$ cat src/hw/rtl/sbds_pkg.sv
// ----------------------------------------------------------------------------
// Serial bit-rate divider search package
// Shared types, widths and constants of the divider search block.
// ----------------------------------------------------------------------------
package sbds_pkg;

  localparam int unsigned CODE_W           = 4;
  localparam int unsigned RATE_W           = 32;
  localparam int unsigned REM_W            = 4;
  localparam int unsigned DIV_STEPS        = RATE_W;
  localparam int unsigned STEP_CNT_W       = $clog2(DIV_STEPS + 1);
  localparam int unsigned PRESCALE_MAX_DEF = 7;
  localparam int unsigned DIV_EXP_MAX_DEF  = 8;
  localparam logic [RATE_W-1:0] GAP_INIT   = 32'hFFFF_FFFF;

  typedef struct packed {
    logic [31:0] clock_rate;
    logic [31:0] target_rate;
  } sbds_in_t;

  typedef struct packed {
    logic [2:0]  prescaler_code;
    logic [3:0]  divider_code;
    logic [30:0] achieved_rate;
  } sbds_out_t;

  typedef enum logic [2:0] {
    ST_IDLE,
    ST_START,
    ST_DIV,
    ST_SCAN,
    ST_FINISH
  } sbds_state_e;

  typedef struct packed {
    logic load;
    logic div_start;
    logic scan;
    logic next_p;
    logic out_load;
  } sbds_cmd_t;

  typedef struct packed {
    logic div_done;
    logic gap_zero;
    logic d_last;
    logic p_last;
  } sbds_sts_t;

endpackage

$ cat src/hw/rtl/sbds_ctrl.sv
// ----------------------------------------------------------------------------
// Divider search controller
// Sequences the division for each prescaler and the scan over exponents.
// ----------------------------------------------------------------------------
module sbds_ctrl
  import sbds_pkg::*;
(
  input  logic      clk_i,
  input  logic      rst_ni,
  input  logic      in_valid_i,
  output logic      in_ready_o,
  output logic      out_valid_o,
  input  logic      out_ready_i,
  input  sbds_sts_t sts_i,
  output sbds_cmd_t cmd_o
);

  sbds_state_e state_q, state_d;
  logic        out_valid_q, out_valid_d;
  logic        out_free;

  assign out_free    = !out_valid_q || out_ready_i;
  assign in_ready_o  = (state_q == ST_IDLE);
  assign out_valid_o = out_valid_q;

  always_comb begin
    state_d = state_q;
    unique case (state_q)
      ST_IDLE: begin
        if (in_valid_i) state_d = ST_START;
      end
      ST_START: state_d = ST_DIV;
      ST_DIV: begin
        if (sts_i.div_done) state_d = ST_SCAN;
      end
      ST_SCAN: begin
        if (sts_i.gap_zero) begin
          state_d = ST_FINISH;
        end else if (sts_i.d_last) begin
          state_d = sts_i.p_last ? ST_FINISH : ST_START;
        end
      end
      ST_FINISH: begin
        if (out_free) state_d = ST_IDLE;
      end
      default: state_d = ST_IDLE;
    endcase
  end

  always_comb begin
    cmd_o = '0;
    unique case (state_q)
      ST_IDLE:   cmd_o.load = in_valid_i;
      ST_START:  cmd_o.div_start = 1'b1;
      ST_DIV:    cmd_o = '0;
      ST_SCAN: begin
        cmd_o.scan   = !sts_i.gap_zero;
        cmd_o.next_p = !sts_i.gap_zero && sts_i.d_last && !sts_i.p_last;
      end
      ST_FINISH: cmd_o.out_load = out_free;
      default:   cmd_o = '0;
    endcase
  end

  always_comb begin
    out_valid_d = out_valid_q;
    if (out_ready_i) out_valid_d = 1'b0;
    if (cmd_o.out_load) out_valid_d = 1'b1;
  end

  always_ff @(posedge clk_i or negedge rst_ni) begin
    if (!rst_ni) begin
      state_q     <= ST_IDLE;
      out_valid_q <= 1'b0;
    end else begin
      state_q     <= state_d;
      out_valid_q <= out_valid_d;
    end
  end

endmodule

$ cat src/hw/rtl/sbds_datapath.sv
// ----------------------------------------------------------------------------
// Divider search datapath
// Bit-serial division by the prescaler, exponent scan and best-fit tracking.
// ----------------------------------------------------------------------------
module sbds_datapath
  import sbds_pkg::*;
#(
  parameter int unsigned PrescaleMax = PRESCALE_MAX_DEF,
  parameter int unsigned DivExpMax   = DIV_EXP_MAX_DEF
) (
  input  logic      clk_i,
  input  logic      rst_ni,
  input  sbds_in_t  in_data_i,
  input  sbds_cmd_t cmd_i,
  output sbds_sts_t sts_o,
  output sbds_out_t out_data_o
);

  logic [RATE_W-1:0]     clock_q, target_q;
  logic [RATE_W-1:0]     dvd_q, dvd_d;
  logic [REM_W-1:0]      rem_q, rem_d;
  logic [STEP_CNT_W-1:0] cnt_q, cnt_d;
  logic [CODE_W-1:0]     p_q, p_d, d_q, d_d;
  logic [CODE_W-1:0]     best_p_q, best_d_q;
  logic [RATE_W-1:0]     min_gap_q, best_rate_q, last_rate_q;
  logic                  found_q;
  sbds_out_t             out_q;

  logic [REM_W:0]        trial, divisor, diff;
  logic                  ge;
  logic [CODE_W:0]       shamt;
  logic [RATE_W-1:0]     rate, gap;
  logic                  take;

  // One quotient bit per cycle; the divisor never exceeds sixteen.
  always_comb begin
    trial   = {rem_q, dvd_q[RATE_W-1]};
    divisor = {1'b0, p_q} + (REM_W+1)'(1);
    diff    = trial - divisor;
    ge      = (trial >= divisor);
    dvd_d   = dvd_q;
    rem_d   = rem_q;
    cnt_d   = cnt_q;
    if (cmd_i.div_start) begin
      dvd_d = clock_q;
      rem_d = '0;
      cnt_d = STEP_CNT_W'(DIV_STEPS);
    end else if (cnt_q != '0) begin
      dvd_d = {dvd_q[RATE_W-2:0], ge};
      rem_d = ge ? diff[REM_W-1:0] : trial[REM_W-1:0];
      cnt_d = cnt_q - STEP_CNT_W'(1);
    end
  end

  always_comb begin
    shamt = {1'b0, d_q} + (CODE_W+1)'(1);
    rate  = dvd_q >> shamt;
    gap   = target_q - rate;
    take  = (target_q >= rate) && (gap < min_gap_q);
  end

  always_comb begin
    p_d = p_q;
    d_d = d_q;
    if (cmd_i.load) p_d = '0;
    else if (cmd_i.next_p) p_d = p_q + CODE_W'(1);
    if (cmd_i.div_start) d_d = '0;
    else if (cmd_i.scan) d_d = d_q + CODE_W'(1);
  end

  assign sts_o.div_done = (cnt_q == '0);
  assign sts_o.gap_zero = (min_gap_q == '0);
  assign sts_o.d_last   = (d_q == CODE_W'(DivExpMax));
  assign sts_o.p_last   = (p_q == CODE_W'(PrescaleMax));

  always_ff @(posedge clk_i or negedge rst_ni) begin
    if (!rst_ni) begin
      cnt_q <= '0;
      p_q   <= '0;
      d_q   <= '0;
    end else begin
      cnt_q <= cnt_d;
      p_q   <= p_d;
      d_q   <= d_d;
    end
  end

  always_ff @(posedge clk_i) begin
    dvd_q <= dvd_d;
    rem_q <= rem_d;
    if (cmd_i.load) begin
      clock_q   <= in_data_i.clock_rate;
      target_q  <= in_data_i.target_rate;
      min_gap_q <= GAP_INIT;
      best_p_q  <= CODE_W'(PrescaleMax);
      best_d_q  <= CODE_W'(DivExpMax);
      found_q   <= 1'b0;
    end else if (cmd_i.scan) begin
      last_rate_q <= rate;
      if (take) begin
        min_gap_q   <= gap;
        best_p_q    <= p_q;
        best_d_q    <= d_q;
        best_rate_q <= rate;
        found_q     <= 1'b1;
      end
    end
    if (cmd_i.out_load) begin
      out_q.prescaler_code <= best_p_q[2:0];
      out_q.divider_code   <= best_d_q;
      out_q.achieved_rate  <= found_q ? best_rate_q[30:0] : last_rate_q[30:0];
    end
  end

  assign out_data_o = out_q;

endmodule

$ cat src/hw/rtl/spi_baud_divider_search.sv
// ----------------------------------------------------------------------------
// Serial bit-rate divider search
// Finds the prescaler and power-of-two divider closest to a target rate without exceeding it.
// ----------------------------------------------------------------------------
// The input channel carries a source clock rate and a target bit rate; the
// output channel returns the prescaler code, the divider exponent and the
// rate that they give. Both channels use a valid/ready transfer.
// For each prescaler code the block divides the clock by the prescaler with
// a bit-serial divider of one quotient bit per cycle, then scans the divider
// exponents at one per cycle. A full search covers every prescaler code and
// divider exponent; an exact match ends it early. Most of the search time is
// spent in the serial divider.
// One request is searched at a time. The result sits in an output register,
// so a new request is taken while the previous result still waits; if the
// receiver stalls longer, the next search holds at its end until the output
// register is free. Reset returns the block to idle with no result pending.
// ----------------------------------------------------------------------------
module spi_baud_divider_search
  import sbds_pkg::*;
#(
  parameter int unsigned PrescaleMax = PRESCALE_MAX_DEF,
  parameter int unsigned DivExpMax   = DIV_EXP_MAX_DEF
) (
  input  logic      clk_i,
  input  logic      rst_ni,
  input  logic      in_valid_i,
  output logic      in_ready_o,
  input  sbds_in_t  in_data_i,
  output logic      out_valid_o,
  input  logic      out_ready_i,
  output sbds_out_t out_data_o
);

  sbds_cmd_t cmd;
  sbds_sts_t sts;

  sbds_ctrl u_ctrl (
    .clk_i       (clk_i),
    .rst_ni      (rst_ni),
    .in_valid_i  (in_valid_i),
    .in_ready_o  (in_ready_o),
    .out_valid_o (out_valid_o),
    .out_ready_i (out_ready_i),
    .sts_i       (sts),
    .cmd_o       (cmd)
  );

  sbds_datapath #(
    .PrescaleMax (PrescaleMax),
    .DivExpMax   (DivExpMax)
  ) u_datapath (
    .clk_i      (clk_i),
    .rst_ni     (rst_ni),
    .in_data_i  (in_data_i),
    .cmd_i      (cmd),
    .sts_o      (sts),
    .out_data_o (out_data_o)
  );

endmodule

$ cat config.mk
export PLATFORM = sky130hd
export DESIGN_NAME = spi_baud_divider_search
export DESIGN_NICKNAME = d
export VERILOG_FILES = /design/src/hw/rtl/sbds_pkg.sv /design/src/hw/rtl/sbds_ctrl.sv /design/src/hw/rtl/sbds_datapath.sv /design/src/hw/rtl/spi_baud_divider_search.sv
export SDC_FILE = /design/constraint.sdc
export NUM_CORES = 1
export LEC_CHECK = 0
export BUFFER_PORTS_ARGS = -buffer_cell sky130_fd_sc_hd__buf_2
export CORE_ASPECT_RATIO = 1.1
export CORE_MARGIN = 2
export CORE_UTILIZATION = 47
export CTS_CLUSTER_SIZE = 14
export DETAILED_ROUTE_END_ITERATION = 10
export GPL_TIMING_DRIVEN = 1
export PLACE_DENSITY = 0.71
export SETUP_SLACK_MARGIN = 0.1
export SYNTH_ARGS = -nofsm -noshare
export SYNTH_HDL_FRONTEND = slang
export SYNTH_SLANG_ARGS = --single-unit
$ cat constraint.sdc
create_clock -name clk_i -period 17.5 [get_ports clk_i]
set_input_delay 0.875 -clock clk_i [delete_from_list [all_inputs] [get_ports clk_i]]
set_output_delay 0.875 -clock clk_i [all_outputs]
set_load 0.05 [all_outputs]
## Yosys cells after proc, flatten, opt, wreduce, memory -nomap -nowiden

Index checks and enable logic that the tools add are counted.

| cells by class | value |
|---|---|
| add/sub/neg operators | 7 |
| magnitude comparators | 3 |
| eq/ne operators | 10 |
| shift operators | 1 |
| mux-type cells | 23 |
| bitwise gates (word level) | 1 |
| reduce and logical (&&, ||, !) cells | 19 |

Operators by type and width:

| operator | number |
|---|---|
| $mux 32 | 2 |
| $ge 32x32->1 | 1 |
| $logic_not 32->1 | 1 |
| $lt 32x32->1 | 1 |
| $shr 32x5->32 | 1 |
| $sub 32x32->32 | 1 |
| $mux 31 | 1 |
| $mux 4 | 5 |
| $mux 3 | 6 |
| $pmux 3 s5 | 1 |
| $mux 6 | 2 |
| $add 4x1->5 const B | 2 |
| $add 4x1->4 const B | 2 |
| $reduce_bool 2->1 | 4 |
| $eq 3x2->1 const B | 2 |
| $logic_not 6->1 | 1 |
| $reduce_bool 6->1 | 1 |
| $sub 6x1->6 const B | 1 |
| $ge 5x5->1 | 1 |
| $mux 1 | 5 |
| $eq 4x3->1 const B | 1 |
| $eq 4x4->1 const B | 1 |
| $ne 2x2->1 const B | 2 |
| $reduce_and 2->1 | 2 |
| other kinds (13) | 17 |

| word-level totals | value |
|---|---|
| register bits | 258 |
| bits of input ports | 68 |
| output and inout bits | 40 |
| word-level logic and storage cells | 82 |

## Depth between registers and ports, before layout

Gate-level depths: netlist of run 1.

| depth | value |
|---|---|
| depth after elaboration | 7 |
| gate-level depth with buffers | 28 |
| gate-level depth less buffers | 25 |

## Cells and area by module

From an unflattened synthesis of run 1, not the netlist that was laid out.

| unflattened totals | value |
|---|---|
| cells, all modules | 1178 |
| area total of the unflattened synthesis | 13499.2 sq um |

By module, submodules not included:

| module | times used | cells an instance | area each (sq um) | seq. area each (sq um) |
|---|---|---|---|---|
| sbds_datapath | 1 | 1152 | 13262.7 | 7116.8 |
| sbds_ctrl | 1 | 26 | 236.5 | 100.1 |

## Worst setup path before layout of run 1

No wires, ideal clock.

| timing path | value |
|---|---|
| path type | reg2reg |
| from | register u_datapath.d_q[1] |
| to | register u_datapath.best_rate_q[0] (enable) |
| setup time | 374 ps |
| data arrival time | 5420 ps |
| data required time | 17126 ps |
| path slack | 11706 ps |
| cell stages (with the launch flop) | 24 |
| path buffers | 2 |
| clock period less this slack | 5794 ps |
| cell sequence | dfrtp_1 -> buf_2 -> buf_1 -> mux2_2 -> a21oi_1 -> mux2i_1 -> mux2_2 -> ha_1 -> fa_1 -> nand2b_1 -> a21oi_1 -> o211ai_2 -> nand2_1 -> a21oi_2 -> a2111oi_0 -> a211o_1 -> xor2_1 -> ha_1 -> a21o_1 -> a21oi_1 -> o2111ai_1 -> a21oi_1 -> o211ai_4 -> inv_2 |

| on the way | value |
|---|---|
| longest elaborated chain between the ends | 6 |
| elaborated cells on any way between the ends | 7 |
| those cells by class | 2 x add/sub; 2 x order compare; 1 x shift; 2 x reduce/logical |

RTL lines:

| item | RTL line | source |
|---|---|---|
| start, declared | sbds_datapath.sv:23 | `logic [CODE_W-1:0] p_q, p_d, d_q, d_d;` |
| start signal, assigned | sbds_datapath.sv:80 | `d_q <= '0;` |
| start signal, assigned | sbds_datapath.sv:84 | `d_q <= d_d;` |
| $add 4x1->5 | sbds_datapath.sv:56 | `shamt = {1'b0, d_q} + (CODE_W+1)'(1);` |
| $shr 32x5->32 | sbds_datapath.sv:57 | `rate = dvd_q >> shamt;` |
| net u_datapath.rate[0] | sbds_datapath.sv:32 | `logic [RATE_W-1:0] rate, gap;` |
| $sub 32x32->32 | sbds_datapath.sv:58 | `gap = target_q - rate;` |
| net u_datapath.gap[26] | sbds_datapath.sv:32 |  |
| $lt 32x32->1 | sbds_datapath.sv:59 | `take = (target_q >= rate) && (gap < min_gap_q);` |
| $logic_and 1x1->1 | sbds_datapath.sv:59 |  |
| $reduce_and 3->1 (no line) | - |  |
| end signal, assigned | sbds_datapath.sv:104 | `best_rate_q <= rate;` |
| end, declared | sbds_datapath.sv:25 | `logic [RATE_W-1:0] min_gap_q, best_rate_q, last_rate_q;` |

The timed path passes the listed nets, and every way through them passes these cells.
A chain may end at the register's enable or synchronous reset.

## Worst setup path after layout of run 1

| timing path | value |
|---|---|
| from | register u_datapath.d_q[2] |
| to | register u_datapath.best_rate_q[6] (enable) |

| on the way | value |
|---|---|
| longest elaborated chain between the ends | 6 |
| elaborated cells on any way between the ends | 7 |
| those cells by class | 2 x add/sub; 2 x order compare; 1 x shift; 2 x reduce/logical |

RTL lines:

| item | RTL line |
|---|---|
| $add 4x1->5 | sbds_datapath.sv:56 |
| $shr 32x5->32 | sbds_datapath.sv:57 |
| $sub 32x32->32 | sbds_datapath.sv:58 |
| net u_datapath.gap[25] | sbds_datapath.sv:32 |
| $lt 32x32->1 | sbds_datapath.sv:59 |
| $logic_and 1x1->1 | sbds_datapath.sv:59 |
| $reduce_and 3->1 (no line) | - |

The timed path passes the listed nets, and every way through them passes these cells.

==> qor.csv, run 1 <==
metric;value;unit
CORE AREA;0.0278;mm2
routed len/inst;17.0;um
Fin. Hold Viols;0;
vias in the first global route;8771;
clock tree buffer depth;3;
Clock Sinks;258;
DR vias;8964;
Crit Path Category;flip-flop to flip-flop;
WP data arrival;7.01;ns
fillers;2396;
layout cells sized above 1;17.4;%
Routability Congestion;0.939;
CP Launch Type;flip-flop;
largest net degree at the start of global routing;67;
H-tree depth;1;
Worst Clk Skew;0.0125;ns
vias per cell;5.36;
pre-CTS setup slack;10.68;ns
sequential area share after synthesis;54.5;%
placed cell area;0.0141;mm2
# resized after CTS;0;
worst setup margin;10.64;ns
Post-Route Utilization;54.0;%
drt drc;0;
detailed placement HPWL;20.8;mm
first-pass GRT wire length;45.7;mm
Max transition margin;24.7;%
Slew Viols, Final;0;
Synthesis Warnings;0;
Die Height;180;um
Post-CTS Repair Setup Buffers;0;
cells after synthesis;1195;
post-route ant nets;0;
initial drt markers;640;
setup tns final;0;ns
Synth top area share;44.5;%
FF+latch count, synth;258;
max-cap violations;0;
Die ar.;0.0295;mm2
ys flop type;edfxtp_1;
Rows;64;
Post-CTS Hold Fix Bufs;0;
count leader, synth;nand2_1;
Hold Path Class;primary input to async pin;
initial core utilization;47.6;%
total CTS buffers;26;
status;completed;
Synthesized Nets;1336;
Final min period;6.86;ns
Crit. End Element;flip-flop;
critical path peak fanout;36;
Die X;164;um
total grt overflow;0;
ys async rst share;6.98;%
final instance area;0.0150;mm2
Ant. Diodes;0;
worst-margin pin slew;1.13;ns
Post-synth EDFFs;196;
final setup fails;0;
Synth Cell Area;0.0132;mm2
clock root cell;clkbuf_16;
Synth area leaders;edfxtp_1 (44%), ha_1 (6.7%), dfxtp_1 (6.7%), nand2_1 (6.0%), mux2i_1 (4.5%);
buffers added on ports;107;
# nets final;1429;
Post-synth top cells;nand2_1 (213), edfxtp_1 (196), inv_1 (82);
Max Fclk;146;MHz
Avg Synthesized Cell Area;11.1;um2
Yosys top cell by area;edfxtp_1;
initial antenna violation count;0;
unrepaired setup endpoints after global routing;false;
final wirelength;28.3;mm
CTS tree;done;
Clock transition at path regs;0.06;ns
WP data required;17.65;ns
Distinct cells, synth;66;
# IOs;108;
Final Cycle Share;39.2;%
DRT Pass-1 Iters;5;
gr usage total;19.4;%
Clk Latency, worst-skew pair;0.53;ns
Area growth, synth to finish;13.4;%
-- cells in the final DEF (no fill, tap or decap), types with 4 or more instances in the layout --
master / netlist / routed
dfxtp_1: 44 / 44
a211oi_1: 11 / 11
nor2_1: 59 / 59
mux4_2: 7 / 7
nor4_1: 11 / 11
or2_2: 6 / 6
nand3_1: 15 / 15
nand2b_1: 9 / 9
o211ai_1: 10 / 10
o21ai_0: 46 / 46
xor2_1: 13 / 13
buf_2: 5 / 107
nor2b_1: 11 / 11
mux2i_1: 60 / 60
xnor2_1: 27 / 27
or3_1: 4 / 4
nand4_1: 13 / 13
edfxtp_1: 196 / 196
a21o_1: 21 / 21
clkbuf_16: 0 / 27
nand2_1: 213 / 213
nor3_1: 9 / 9
ha_1: 71 / 71
bufinv_16: 0 / 5
clkbuf_1: 33 / 7
mux2_2: 45 / 45
o21a_1: 10 / 10
a21oi_1: 71 / 71
dfrtp_1: 18 / 18
a31oi_1: 4 / 4
and4_1: 4 / 4
buf_4: 1 / 9
inv_1: 82 / 81
-- worst max-delay path: stages (launching register included) --
cell       delay (ns)
dfrtp_1          0.87
inv_1            0.63
mux2i_1          0.25
nand2_1          0.15
o21ai_0          0.25
ha_1             0.49
nand4_1          0.24
a211oi_1         0.47
nor3b_2          0.12
o21ai_1          0.24
a21oi_2          0.10
o21ai_1          0.26
a221oi_1         0.14
xnor2_1          0.29
ha_1             0.31
a21o_1           0.18
a21o_1           0.17
a21oi_1          0.14
o2111ai_1        0.12
a21oi_1          0.26
o211ai_4         0.12
inv_2            0.64
-- flip-flops by register name (all words and copies together), names as in the netlist --
name	count
u_datapath.p_q	4
u_datapath.best_p_q	3
u_datapath.min_gap_q	32
u_datapath.out_data_o	38
u_datapath.clock_q	32
u_datapath.d_q	4
u_datapath.dvd_q	32
u_ctrl.out_valid_o	1
u_datapath.best_rate_q	31
u_ctrl.state_q	3
u_datapath.target_q	32
u_datapath.cnt_q	6
u_datapath.best_d_q	4
u_datapath.found_q	1
u_datapath.rem_q	4
u_datapath.last_rate_q	31
-- layer usage --
metal / vias up / GRT usage, % / share of wire [%]
met5: - / 0 / 0
met3: 59 / 2.28 / 4.1
li1: 4459 / - / -
met4: 0 / 6.42 / 3.2
met2: 205 / 31.4 / 47
met1: 4241 / 27.3 / 46
-- stage by stage --
stage	hold slack, ns	instances
6_report	0.289	1671
5_1_grt	0.303	1671
4_1_cts	0.282	1671
3_5_place_dp	0.415	1623
3_3_place_gp	0.419	1623
2_1_floorplan	0.408	1195
-- logic make-up after synthesis --
logic type | synth area share (%)
AOI/OAI and AO/OA | 10.0
xor gates and xnor gates | 2.65
adders and majority gates | 7.02
buffers and inverters | 4.07
DFF | 54.5
muxes | 9.56
and+or+nand+nor | 12.2
-- layout make-up --
class	instances	area [um2]	area share (%)
sequential	258	7220	48.1
multi-input combinational	802	5490	36.6
clock buffer	37	743	4.95
timing repair buffer	116	603	4.02
tap	363	454	3.03
inverter	84	315	2.10
clock inverter	11	185	1.23
-- final timing paths --
check,from,endpoint,slack (ns),cells past startpoint
worst max register to register,u_datapath.d_q[2]$_DFFE_PN0P_,u_datapath.best_rate_q[6]$_DFFE_PP_,10.64,21
min in group clk_i,u_datapath.best_p_q[0]$_SDFFE_PP1P_,u_datapath.out_data_o[35]$_DFFE_PP_,0.43,0
worst min-delay path,rst_ni,u_datapath.cnt_q[1]$_DFFE_PN0P_,0.29,1
worst min register to register,u_datapath.best_p_q[0]$_SDFFE_PP1P_,u_datapath.out_data_o[35]$_DFFE_PP_,0.43,0
max in group asynchronous,rst_ni,u_datapath.d_q[3]$_DFFE_PN0P_,16.89,1
worst max-delay path,u_datapath.d_q[2]$_DFFE_PN0P_,u_datapath.best_rate_q[6]$_DFFE_PP_,10.64,21
Power of run 1 is not shown: default switching activity piles up to over one toggle a cycle in this logic, so the estimate is an artifact.
==> run 2, diff against run 1 <==
ABC_AREA = 1   (was not set)
PLACE_DENSITY = 0.73   (was 0.71)
clock period = 6 ns   (was 17.5 ns; I/O delays follow)
==> qor.csv, run 2 <==
metric;value;unit;change
most prevalent standard cell on the critical path;nand2_1;;
Area growth, synth to finish;17.1;%;
Crit. End Element;flip-flop;;
Routability Congestion;0.964;;+2.6%
Crit Path Category;flip-flop to flip-flop;;
worst setup margin;0.578;ns;-10.06 ns
# IOs;108;;unchanged
WP data arrival;5.65;ns;-1.36 ns
Post-synth top cells;nand2_1 (692), inv_1 (245), edfxtp_1 (196);;
vias in the first global route;11500;;+31%
Max Fclk;184;MHz;+27%
critical path peak fanout;31;;-14%
Ant. Diodes;0;;unchanged
worst vdd ir;0.000201;V;
largest net degree at the start of global routing;66;;-1.5%
# nets final;2118;;+48%
Synth Cell Area;0.0145;mm2;+9.8%
clock tree buffer depth;3;;unchanged
FF+latch count, synth;258;;unchanged
ys flop type;edfxtp_1;;
Distinct cells, synth;45;;-32%
Synthesized Nets;1948;;+46%
H-tree depth;1;;unchanged
Post-Route Utilization;56.0;%;+1.9 points
initial core utilization;47.8;%;+0.14 points
buffers added on ports;107;;unchanged
most common cell after layout, fill and taps aside;nand2_1;;
cell area power density;209;mW/mm2;
Fin. Hold Viols;0;;unchanged
Clk Latency, worst-skew pair;0.55;ns;+0.02 ns
total CTS buffers;27;;+3.8%
DRT Pass-1 Iters;6;;+1
Worst path max stage delay;0.38;ns;-0.49 ns
drt drc;0;;unchanged
gr usage total;23.4;%;+4.0 points
pre-CTS setup slack;0.708;ns;-9.97 ns
first-pass GRT wire length;59.5;mm;+30%
Post-synth EDFFs;196;;unchanged
final instance area;0.0170;mm2;+13%
initial drt markers;963;;+50%
Rows;67;;+4.7%
Yosys top cell by area;edfxtp_1;;
status;completed;;
Leak;8.26;nW;
Critical Path Slowest Stage Cell;ha_1;;
CP Launch Type;flip-flop;;
Post-CTS Repair Setup Buffers;0;;unchanged
Tot Pwr;3.55;mW;
unrepaired setup endpoints after global routing;false;;
CTS tree;done;;
Final min period;5.42;ns;-1.44 ns
most frequent cells in the layout;nand2_1 (692), inv_1 (244), edfxtp_1 (196), nand3_1 (121), buf_2 (107);;
cells after synthesis;1807;;+51%
max-cap violations;0;;unchanged
Die X;172;um;+4.7%
CORE AREA;0.0304;mm2;+9.5%
sequential area share after synthesis;49.6;%;-4.9 points
initial antenna violation count;0;;unchanged
post-route ant nets;0;;unchanged
Die Height;188;um;+4.7%
Largest register FFs;38;;unchanged
worst-margin pin slew;1.15;ns;+0.0251 ns
Hold Path Class;primary input to flip-flop;;
total grt overflow;0;;unchanged
Avg Synthesized Cell Area;8.04;um2;-27%
setup tns final;0;ns;unchanged
Synthesis Warnings;0;;unchanged
DR vias;12200;;+36%
clock root cell;clkbuf_16;;
routed len/inst;15.6;um;-7.8%
Final Cycle Share;90.4;%;+51 points
Synth area leaders;edfxtp_1 (40%), nand2_1 (18%), inv_1 (6.3%), ha_1 (6.1%), dfxtp_1 (6.1%);;
Max transition margin;23.0;%;-1.7 points
Clock transition at path regs;0.06;ns;about the same
WP data required;6.23;ns;-11.42 ns
Clock Sinks;258;;unchanged
Die ar.;0.0324;mm2;+9.6%
count leader, synth;nand2_1;;
final setup fails;0;;unchanged
detailed placement HPWL;27.9;mm;+34%
Worst Clk Skew;0.0235;ns;+0.0109 ns
vias per cell;5.05;;-6.0%
layout cells sized above 1;10.4;%;-7.0 points
ys async rst share;6.98;%;unchanged
Slew Viols, Final;0;;unchanged
final wirelength;37.7;mm;+33%
Synth top area share;40.5;%;-4.0 points
placed cell area;0.0155;mm2;+10%
[run 2: changes by cell type in the layout (fill, tap and decap cells not counted), sizes merged, moves of 20 or more]
| cell | previous run | this run |
|---|---|---|
| a21oi | 73 | 47 |
| dlygate4sd3 | 0 | 66 |
| xnor2 | 27 | 4 |
| mux2i | 60 | 8 |
| a21o | 21 | 0 |
| nor2 | 60 | 107 |
| inv | 83 | 256 |
| o21ai | 49 | 77 |
| nand4 | 13 | 33 |
| nand3 | 15 | 124 |
| nand2 | 214 | 703 |
| mux2 | 45 | 0 |
[run 2: path summary, 6_finish.rpt]
check | depth (start not counted) | endpoint | slack (ns) | start
max in group asynchronous | 2 | u_datapath.p_q[1]$_DFFE_PN0P_ | 5.44 | rst_ni
min in group asynchronous | 2 | u_datapath.cnt_q[0]$_DFFE_PN0P_ | 0.23 | rst_ni
worst max-delay path | 28 | u_datapath.best_rate_q[17]$_DFFE_PP_ | 0.58 | u_datapath.d_q[1]$_DFFE_PN0P_
worst min-delay path | 5 | u_ctrl.state_q[2]$_DFFE_PN0P_ | 0.17 | in_valid_i
worst min register to register | 0 | u_datapath.out_data_o[32]$_DFFE_PP_ | 0.43 | u_datapath.best_d_q[1]$_SDFFE_PP0P_
worst max register to register | 28 | u_datapath.best_rate_q[17]$_DFFE_PP_ | 0.58 | u_datapath.d_q[1]$_DFFE_PN0P_
[run 2: metrics by stage]
step,hold WS (ns),cells
after floorplan,0.00441,1807
after global placement,0.283,2296
after detailed placement,0.282,2296
after CTS,0.148,2412
after global routing,0.221,2412
final,0.175,2412
[run 2: power breakdown]
group	internal, mW	switching, mW
clock	0.915	0.673
combinational	0.0431	0.0159
sequential	1.90	0.0000000000000000144
[run 2: layer usage]
layer	track usage, %	vias up	wire length, um
met4	6.36	0	1040
met3	2.39	73	2130
met1	32.4	5573	17000
li1	-	6131	-
met2	39.1	392	17600
met5	0	-	0
[run 2: cell families after synthesis]
logic type,share of synthesized area [%]
DFF,49.6
muxes,0.551
AOI/OAI and AO/OA,5.28
adders and majority gates,6.39
and+or+nand+nor,28.7
xor gates and xnor gates,0.964
buffers and inverters,8.50
[run 2: timing repair]
| action | 4_1_cts | 5_1_grt |
|---|---|---|
| hold endpoints to repair | 83 | 0 |
| resized for setup | 0 | 1 |
| setup endpoints to repair | 0 | 31 |
| hold buffers | 66 | 0 |
[run 2: worst max-delay path, delay by kind of cell, from the launching register on]
family | cells | cell delay (ns)
and+or+nand+nor | 16 | 1.91
buffers and inverters | 6 | 1.21
AOI/OAI and AO/OA | 4 | 0.95
adders and majority gates | 2 | 0.66
DFF | 1 | 0.35
[run 2: area by class of cell]
cell class / instances / area (um2)
Clock buffer: 44 / 802
Clock inverter: 6 / 43.8
Fill cell: 2735 / 13400
Inverter: 256 / 961
Multi-Input combinational cell: 1237 / 6100
Sequential cell: 258 / 7220
Tap cell: 414 / 518
Timing Repair Buffer: 197 / 1390
(Power assumes the default switching activity.)
